[config.mk]
export PLATFORM = sky130hd
export DESIGN_NAME = stepper_homing_position_tracker
export DESIGN_NICKNAME = d
export VERILOG_FILES = /design/src/shpt_pkg.sv /design/src/stepper_homing_position_tracker.sv
export SDC_FILE = /design/constraint.sdc
export NUM_CORES = 2
export LEC_CHECK = 0
export BUFFER_PORTS_ARGS = -buffer_cell sky130_fd_sc_hd__buf_2
export CAP_MARGIN = 0
export CORE_MARGIN = 1.5
export CORE_UTILIZATION = 50
export CTS_CLUSTER_DIAMETER = 150
export DETAILED_ROUTE_END_ITERATION = 6
export MAX_ROUTING_LAYER = met4
export PLACE_DENSITY_LB_ADDON = 0.1
export SLEW_MARGIN = 40
export SYNTH_ARGS = -nofsm -noshare
export SYNTH_HDL_FRONTEND = slang
export SYNTH_SLANG_ARGS = --single-unit
[constraint.sdc]
create_clock -name i_clk -period 9.3 [get_ports i_clk]
set_clock_uncertainty 0.2 [all_clocks]
set_input_delay 0.465 -clock i_clk [delete_from_list [all_inputs] [get_ports i_clk]]
set_output_delay 0.465 -clock i_clk [all_outputs]
set_load 0.005 [all_outputs]
[src/shpt_pkg.sv]
// Types and constants for the stepper homing and position tracker
package shpt_pkg;

    // field widths fixed by the interface
    localparam int RES_W  = 14;
    localparam int HP_W   = 16;
    localparam int FS_W   = 12;
    localparam int BO_W   = 8;
    localparam int IDX_W  = 2;
    localparam int PH_W   = 2;

    // configuration register indexes
    localparam logic [IDX_W-1:0] CFG_HALF_PERIOD = 2'd0;
    localparam logic [IDX_W-1:0] CFG_FULL_SCALE  = 2'd1;
    localparam logic [IDX_W-1:0] CFG_BACKOFF     = 2'd2;

    // configuration reset values
    localparam logic [HP_W-1:0] HALF_PERIOD_RST = 16'd1700;
    localparam logic [FS_W-1:0] FULL_SCALE_RST  = 12'd864;
    localparam logic [BO_W-1:0] BACKOFF_RST     = 8'd30;

    // resistance ceiling: one hundred percent in hundredths
    localparam logic [RES_W-1:0] RES_FULL = 14'd10000;

    // target = floor(prod / 10000) as (prod * RECIP_MULT) >> RECIP_SHIFT,
    // exact for every product below 2^26
    localparam int PROD_W      = RES_W + FS_W;
    localparam int RECIP_W     = 27;
    localparam int RECIP_SHIFT = 40;
    localparam int QPROD_W     = PROD_W + RECIP_W;
    localparam int QUOT_W      = 12;
    localparam logic [RECIP_W-1:0] RECIP_MULT = 27'd109951163;

    // motion phase
    typedef enum logic [PH_W-1:0] {
        PH_HOME    = 2'd0,
        PH_BACKOFF = 2'd1,
        PH_TRACK   = 2'd2
    } t_phase;

endpackage

[src/stepper_homing_position_tracker.sv]
// Stepper step/dir controller with homing, backoff and resistance tracking
//
//  channel   | signals                                   | direction
//  ----------+-------------------------------------------+----------
//  input     | i_in_valid, o_in_stall, i_resistance,     | in
//            | i_end_switch_n                            |
//  result    | o_out_valid, i_out_stall, o_step_out,     | out
//            | o_dir_out, o_position, o_phase            |
//  config    | i_cfg_valid, o_cfg_ready, i_cfg_index,    | in
//            | i_cfg_data                                |
//
// One word in and one word out per clock while the result is not stalled; the
// stages are the input register, resistance-by-scale multiply, reciprocal multiply and state update.
// The step/position state advances once per word in the last stage.
// Reset restores the register defaults and starts homing backward.
// A stalled result holds the whole pipeline and raises o_in_stall.
module stepper_homing_position_tracker #(
    parameter int POSITION_BITS = 12,
    parameter int TIMER_BITS    = 16
) (
    input  logic                        i_clk,
    input  logic                        i_rst_n,
    // input words
    input  logic                        i_in_valid,
    output logic                        o_in_stall,
    input  logic [shpt_pkg::RES_W-1:0]  i_resistance,
    input  logic                        i_end_switch_n,
    // result words
    output logic                        o_out_valid,
    input  logic                        i_out_stall,
    output logic                        o_step_out,
    output logic                        o_dir_out,
    output logic [POSITION_BITS-1:0]    o_position,
    output logic [shpt_pkg::PH_W-1:0]   o_phase,
    // configuration writes
    input  logic                        i_cfg_valid,
    output logic                        o_cfg_ready,
    input  logic [shpt_pkg::IDX_W-1:0]  i_cfg_index,
    input  logic [shpt_pkg::HP_W-1:0]   i_cfg_data
);
    import shpt_pkg::*;

    localparam int CMP_W = (TIMER_BITS > HP_W) ? TIMER_BITS : HP_W;
    localparam int TGT_W = (POSITION_BITS > QUOT_W) ? POSITION_BITS : QUOT_W;
    localparam logic [POSITION_BITS-1:0] POS_MAX = {POSITION_BITS{1'b1}};
    localparam logic [CMP_W-1:0] TIMER_MAX_EXT = CMP_W'({TIMER_BITS{1'b1}});

    // configuration registers
    logic [HP_W-1:0] r_cfg_half;
    logic [FS_W-1:0] r_cfg_fs;
    logic [BO_W-1:0] r_cfg_bo;

    // pipeline registers
    logic                  r_s0_valid, r_s1_valid, r_s2_valid;
    logic [RES_W-1:0]      r_s0_res;
    logic                  r_s0_sw, r_s1_sw, r_s2_sw;
    logic [PROD_W-1:0]     r_s1_prod;
    logic [QUOT_W-1:0]     r_s2_quot;

    // controller state
    t_phase                   r_mode, n_mode;
    logic [TIMER_BITS-1:0]    r_tick, n_tick;
    logic                     r_active, n_active;
    logic                     r_high, n_high;
    logic                     r_dir, n_dir;
    logic [BO_W-1:0]          r_bl, n_bl;
    logic [POSITION_BITS-1:0] r_pos, n_pos;

    // result register
    logic                     r_out_valid;
    logic                     r_out_step, n_out_step;
    logic                     r_out_dir, n_out_dir;
    logic [POSITION_BITS-1:0] r_out_pos, n_out_pos;
    logic [PH_W-1:0]          r_out_phase, n_out_phase;

    logic                     advance;
    logic                     update;
    logic [RES_W-1:0]         res_sat;
    logic [QPROD_W-1:0]       qprod;
    logic [CMP_W-1:0]         half_ext;
    logic [CMP_W-1:0]         half_eff;
    logic [TIMER_BITS-1:0]    tick_inc;
    logic                     tick_hit;
    logic [BO_W-1:0]          bl_dec;
    logic [POSITION_BITS-1:0] target;
    logic                     step_done;
    logic                     pressed;

    // pipeline moves whenever the result register is free or being taken
    assign advance    = ~r_out_valid | ~i_out_stall;
    assign update     = advance & r_s2_valid;
    assign o_in_stall = ~advance;
    assign o_cfg_ready = 1'b1;

    // configuration write port
    always_ff @(posedge i_clk) begin
        if (!i_rst_n) begin
            r_cfg_half <= HALF_PERIOD_RST;
            r_cfg_fs   <= FULL_SCALE_RST;
            r_cfg_bo   <= BACKOFF_RST;
        end else if (i_cfg_valid) begin
            case (i_cfg_index)
                CFG_HALF_PERIOD: r_cfg_half <= i_cfg_data;
                CFG_FULL_SCALE:  r_cfg_fs   <= i_cfg_data[FS_W-1:0];
                CFG_BACKOFF:     r_cfg_bo   <= i_cfg_data[BO_W-1:0];
                default: ;
            endcase
        end
    end

    // clamp resistance to one hundred percent
    assign res_sat = (i_resistance > RES_FULL) ? RES_FULL : i_resistance;

    // divide by 10000 through the reciprocal
    assign qprod = QPROD_W'(r_s1_prod) * QPROD_W'(RECIP_MULT);

    // pipeline valid bits
    always_ff @(posedge i_clk) begin
        if (!i_rst_n) begin
            r_s0_valid <= 1'b0;
            r_s1_valid <= 1'b0;
            r_s2_valid <= 1'b0;
        end else if (advance) begin
            r_s0_valid <= i_in_valid;
            r_s1_valid <= r_s0_valid;
            r_s2_valid <= r_s1_valid;
        end
    end

    // pipeline payload
    always_ff @(posedge i_clk) begin
        if (advance) begin
            r_s0_res  <= res_sat;
            r_s0_sw   <= i_end_switch_n;
            r_s1_prod <= PROD_W'(r_s0_res) * PROD_W'(r_cfg_fs);
            r_s1_sw   <= r_s0_sw;
            r_s2_quot <= qprod[RECIP_SHIFT+QUOT_W-1:RECIP_SHIFT];
            r_s2_sw   <= r_s1_sw;
        end
    end

    // effective half-period: at least one tick, at most the timer range
    assign half_ext = CMP_W'(r_cfg_half);
    always_comb begin
        if (r_cfg_half == '0) begin
            half_eff = CMP_W'(1);
        end else if (half_ext > TIMER_MAX_EXT) begin
            half_eff = TIMER_MAX_EXT;
        end else begin
            half_eff = half_ext;
        end
    end

    assign tick_inc = r_tick + 1'b1;
    assign tick_hit = CMP_W'(tick_inc) >= half_eff;
    assign bl_dec   = (r_bl != '0) ? r_bl - 1'b1 : r_bl;
    assign pressed  = ~r_s2_sw;

    // target clamped to the position range
    assign target = (TGT_W'(r_s2_quot) > TGT_W'(POS_MAX)) ? POS_MAX
                                                          : POSITION_BITS'(r_s2_quot);

    // next state: pulse timing, step completion, new step start
    always_comb begin
        n_mode    = r_mode;
        n_tick    = r_tick;
        n_active  = r_active;
        n_high    = r_high;
        n_dir     = r_dir;
        n_bl      = r_bl;
        n_pos     = r_pos;
        step_done = 1'b0;

        if (r_active) begin
            n_tick = tick_inc;
            if (tick_hit) begin
                n_tick = '0;
                if (r_high) begin
                    n_high = 1'b0;
                end else begin
                    n_active  = 1'b0;
                    step_done = 1'b1;
                end
            end
        end

        if (step_done) begin
            case (r_mode)
                PH_HOME: begin
                    if (pressed) begin
                        n_bl = r_cfg_bo;
                        if (r_cfg_bo == '0) begin
                            n_mode = PH_TRACK;
                            n_pos  = '0;
                        end else begin
                            n_mode = PH_BACKOFF;
                        end
                    end
                end
                PH_BACKOFF: begin
                    n_bl = bl_dec;
                    if (bl_dec == '0) begin
                        n_mode = PH_TRACK;
                        n_pos  = POSITION_BITS'(r_cfg_bo);
                    end
                end
                default: begin
                    n_pos = r_dir ? r_pos + 1'b1 : r_pos - 1'b1;
                end
            endcase
        end

        if (!n_active) begin
            case (n_mode)
                PH_HOME: begin
                    n_active = 1'b1;
                    n_high   = 1'b1;
                    n_tick   = '0;
                    n_dir    = 1'b0;
                end
                PH_BACKOFF: begin
                    n_active = 1'b1;
                    n_high   = 1'b1;
                    n_tick   = '0;
                    n_dir    = 1'b1;
                end
                default: begin
                    if (target != n_pos) begin
                        n_active = 1'b1;
                        n_high   = 1'b1;
                        n_tick   = '0;
                        n_dir    = target > n_pos;
                    end
                end
            endcase
        end
    end

    // result word from the updated state
    always_comb begin
        n_out_step  = n_active & n_high;
        n_out_dir   = n_dir;
        n_out_pos   = n_pos;
        n_out_phase = n_mode;
    end

    // controller state registers
    always_ff @(posedge i_clk) begin
        if (!i_rst_n) begin
            r_mode   <= PH_HOME;
            r_tick   <= '0;
            r_active <= 1'b0;
            r_high   <= 1'b0;
            r_dir    <= 1'b0;
            r_bl     <= '0;
            r_pos    <= '0;
        end else if (update) begin
            r_mode   <= n_mode;
            r_tick   <= n_tick;
            r_active <= n_active;
            r_high   <= n_high;
            r_dir    <= n_dir;
            r_bl     <= n_bl;
            r_pos    <= n_pos;
        end
    end

    // result register valid
    always_ff @(posedge i_clk) begin
        if (!i_rst_n) begin
            r_out_valid <= 1'b0;
        end else if (advance) begin
            r_out_valid <= r_s2_valid;
        end
    end

    // result register payload
    always_ff @(posedge i_clk) begin
        if (update) begin
            r_out_step  <= n_out_step;
            r_out_dir   <= n_out_dir;
            r_out_pos   <= n_out_pos;
            r_out_phase <= n_out_phase;
        end
    end

    assign o_out_valid = r_out_valid;
    assign o_step_out  = r_out_step;
    assign o_dir_out   = r_out_dir;
    assign o_position  = r_out_pos;
    assign o_phase     = r_out_phase;

endmodule
; Word level (Yosys, flattened, before mapping)
; Index checks and enable logic that the tools add are counted.
[word_totals]
regBits = 152
in_bits = 38
elab_cells = 99
[op_classes]
add_sub_neg = 4
n_mul = 2
magnitude_cmp = 5
eq_ne = 6
n_mux = 39
n_bitwise = 6
n_reduce_logical = 13
[ops]
columns = operator, count
row1 = $mux W16, 7
row2 = $mux W12, 6
row3 = $mul A26 B27 Y52 const B, 1
row4 = $mul A14 B12 Y26, 1
row5 = $pmux W12 S2, 1
row6 = $add A16 B1 Y16 const B, 1
row7 = $ge A16 B16 Y1, 1
row8 = $gt A16 B16 Y1 const B, 1
row9 = $logic_not A16 Y1, 1
row10 = $logic_not A8 Y1, 2
row11 = $mux W1, 16
row12 = $mux W8, 2
row13 = $pmux W8 S2, 1
row14 = $gt A14 B14 Y1 const B, 1
row15 = $add A12 B1 Y12 const B, 1
row16 = $gt A12 B12 Y1, 1
row17 = $gt A12 B12 Y1 const B, 1
row18 = $ne A12 B12 Y1, 1
row19 = $sub A12 B1 Y12 const B, 1
row20 = $mux W2, 4
row21 = $reduce_bool A8 Y1, 1
row22 = $sub A8 B1 Y8 const B, 1
row23 = $eq A2 B1 Y1 const B, 3
row24 = $logic_not A2 Y1, 3
row25 = other kinds (11), 16

; Longest topological paths before layout
[depth]
ltp_word = 12
mapped_depth = 25

; Worst setup path after synthesis
; OpenSTA, ideal clock, no wires.
[synth_path]
path_type = register -> register
from = register r_s1_prod[6]
to = register r_s2_quot[8] (data pin)
arrival_time_ns = 5.999
t_required_ns = 8.830
setup_slack_ns = 2.831
stages_incl_launch_ff = 26
n_path_buf = 1
synth_period_minus_slack_ns = 6.469
path_cell_list = edfxtp_1 -> inv_1 -> ha_1 -> inv_1 -> fa_1 -> inv_1 -> fa_1 -> inv_1 -> fa_1 -> inv_1 -> fa_1 -> inv_1 -> fa_1 -> inv_1 -> fa_1 -> inv_1 -> ha_1 -> nand4_1 -> nor4_1 -> nand4_1 -> o22ai_1 -> o2111ai_2 -> a21oi_1 -> or2_0 -> clkbuf_1 -> o211ai_1
[synth_between]
elab_chain_cells = 1
[synth_rtl]
columns = element, line_no
row1 = from (decl), stepper_homing_position_tracker.sv:57  ; logic [PROD_W-1:0] r_s1_prod;
row2 = from (signal assigned), stepper_homing_position_tracker.sv:135  ; r_s1_prod <= PROD_W'(r_s0_res) * PROD_W'(r_cfg_fs);
row3 = $mul A26 B27 Y52, stepper_homing_position_tracker.sv:115  ; assign qprod = QPROD_W'(r_s1_prod) * QPROD_W'(RECIP_MULT);
row4 = via qprod[48], stepper_homing_position_tracker.sv:79  ; logic [QPROD_W-1:0] qprod;
row5 = to (signal assigned), stepper_homing_position_tracker.sv:137  ; r_s2_quot <= qprod[RECIP_SHIFT+QUOT_W-1:RECIP_SHIFT];
row6 = to (decl), stepper_homing_position_tracker.sv:58  ; logic [QUOT_W-1:0] r_s2_quot;
; The timed path passes the listed nets, and every way through them passes these cells.
; A chain may end at the register's enable or synchronous reset.

; Final worst setup path
[layout_path]
from = register r_s1_prod[6]
to = register r_s2_quot[10] (data pin)
; The elaborated chain is that of the path after synthesis.

==> results.json <==
{
  "grt_pass1_wl_mm": 97.7,
  "worstPathArrival_ns": 7.68,
  "finalHoldViolations": 0,
  "cts_setup_buffers": 0,
  "drc_errors": 0,
  "clock-sinks": 152,
  "die_x_um": 226,
  "num_antenna_cells": 0,
  "synth_top_area_share_pct": 34.1,
  "min_period_ns": 7.69,
  "drv_cap": 0,
  "worstMarginPinSlew_ns": 0.785,
  "rsz0062_at_grt": "no",
  "crit_path_frequent_cell": "inv_1",
  "wl_per_cell_um": 18.9,
  "cp_top_family": "adder cells",
  "fin_tns_setup_ns": 0,
  "crit_cells": 24,
  "clk_latency_ns": 0.46,
  "fmaxAchievable_mhz": 130,
  "yosysMostFrequentCell": "inv_1",
  "synth.distinct_cells": 82,
  "drt-initial-drc-count": 942,
  "status": "completed",
  "viasPerCell": 5.26,
  "cts_tree": "yes",
  "crit_buf_inv": 8,
  "min-delay-start": "i_cfg_data[15]",
  "synth_top_cells_by_count": "inv_1, fa_1, ha_1, nand2_1, a21oi_1",
  "grt_pass1_vias": 17800,
  "crit_path_top_delay_cell": "nor4_1",
  "cp-start-kind": "register",
  "cts.clk_slew.worst_paths_ns": 0.07,
  "initial_utilization_pct": 50.7,
  "dr_total_vias": 17200,
  "syn_avg_cell_area_um2": 9.61,
  "htreeDepth": 4,
  "crit_path_max_incr_delay_ns": 0.60,
  "die_area_um2": 50900,
  "critPathKind": "register to register",
  "numCtsBuffers": 17,
  "maxSlewViolCount": 0,
  "dp_hpwl_mm": 52.6,
  "crit_end": "r_s2_quot[10]",
  "grt_max_degree": 62,
  "ys.flop_type": "dfxtp_1",
  "synth_area_leaders": "fa_1, ha_1, inv_1, edfxtp_1, dfxtp_1",
  "synth-edff-count": 71,
  "r2r-end": "r_s2_quot[10]",
  "synth_top_area_cell": "fa_1",
  "path_cells": "inv_1 > ha_1 > inv_1 > fa_1 > inv_1 > fa_1 > inv_1 > fa_1 > inv_1 > fa_1 > inv_1 > fa_1 > inv_1 > fa_1 > inv_1 > ha_1 > nand4_1 > nor4_1 > nand4_1 > o22ai_1 > o2111ai_2 > a21oi_1 > or2_0 > o211ai_1",
  "globalRouteTotalUtil_pct": 26.0,
  "overflow": 0,
  "root_buffer": "clkbuf_16",
  "ys_seq_area_share_pct": 15.1,
  "startpoint": "r_s1_prod[6]",
  "core-area_um2": 49000,
  "drtAntennaViolNets": 0,
  "synth_nets": 3401,
  "ys_seq_elements": 152,
  "end_kind": "register",
  "portBuffers": 55,
  "max-clock-path-buffers": 2,
  "wirelength_mm": 61.7,
  "drive_gt1_share_pct": 5.05,
  "worstPathMaxFanout": 7,
  "first_pass_iters": 5,
  "slew_headroom_pct": 47.6,
  "setup_viol": 0,
  "syn_to_final_growth_pct": 5.66,
  "io_pins": 57,
  "ys.warnings.count": 0,
  "synth_area_um2": 24800,
  "required_ns": 9.29,
  "num_rows": 81,
  "fin_nets": 3403,
  "syn_inst": 2580,
  "period_share_pct": 82.7,
  "r2r-start": "r_s1_prod[6]",
  "globalplace.congestion": 0.977,
  "reg2reg_depth": 24,
  "synth-async-reset-ratio_pct": 0,
  "r2r_setup_slack_ns": 1.61,
  "die_h_um": 226,
  "antenna_found_initial": 0,
  "hold_class": "input pin to register"
}
final cells by class:
type,count,area (um^2)
tap,664,831
multi-input combinational,1687,18300
fill,4510,22700
sequential,152,3750
inverter,663,2490
clock inverter,14,118
clock buffer,18,429
timing repair buffer,61,324
cells in the final DEF, fill, tap and decap left out, types with 64 or more instances in the layout:
cell      Yosys  routed
a21oi_1      86      86
fa_1        422     422
nand2_1     240     239
inv_1       661     661
and2_1       68      68
nor2_1       72      71
edfxtp_1     71      71
o21ai_0      64      64
ha_1        361     361
dfxtp_1      81      81
timing repair:
item	4_1_cts	5_1_grt
resized for setup	0	0
hold buffers	1	0
endpoints found under the hold margin	1	0
flip-flops by register name (all words and copies together), names as in the netlist, 2 cells and up:
register	flops
half_ext	16
r_s2_quot	12
r_cfg_bo	8
o_position	12
r_s0_res	14
o_phase	2
r_cfg_fs	12
r_tick	16
r_s1_prod	26
r_bl	8
r_pos	12
r_mode	2
how the worst min path moves through the flow:
stage                               to  slack (ns)  depth (start not counted)
after global routing      half_ext[13]        0.05                          3
after CTS                 half_ext[15]        0.03                          3
after detailed placement       r_s1_sw        0.22                          0
final                     half_ext[15]        0.05                          3
after global placement         r_s1_sw        0.22                          0
after floorplan                r_s1_sw        0.20                          0
layer usage:
metal	GRT usage, %	part of all wire (%)	up-vias
met4	6.45	1.9	0
met5	-	0	-
li1	-	-	8096
met2	40.9	47	390
met1	35.8	47	8608
met3	3.25	4.4	60
tightest hold or removal path, delay by kind of cell:
family                 cells  cell delay [ns]
buffers and inverters      1             0.10
AOI/OAI and AO/OA          1             0.05
and+or+nand+nor            1             0.05
logic make-up (layout without fill, tap and decap cells):
| logic type | after synthesis | in the layout | synth area share, % |
|---|---|---|---|
| AND/OR/NAND/NOR | 529 | 529 | 10.3 |
| XOR/XNOR | 55 | 55 | 1.94 |
| other | 1 | 1 | 0.0151 |
| adder cells (fa/ha/maj) | 783 | 783 | 52.3 |
| multiplexers | 14 | 14 | 0.585 |
| AO/OA/AOI/OAI | 305 | 305 | 8.37 |
| flip-flops | 152 | 152 | 15.1 |
| buffers and inverters | 741 | 756 | 11.4 |
per-stage QoR:
stage                     instance area [um^2]  hold WS, ns  setup WS [ns]  util, %  cells
after floorplan                          24800        0.200           2.83        -   2580
after global placement                   25600        0.219           1.78     52.3   3225
after detailed placement                 25600        0.220           1.59     52.4   3226
after CTS                                26200       0.0298           1.62     53.5   3259
after global routing                     26200       0.0531           1.25     53.5   3259
final                                    26200       0.0514           1.61     53.5   3259
Power is left out: the tool's default activity adds up to more than one toggle a clock period on the data nets, which glitch-free logic cannot reach.
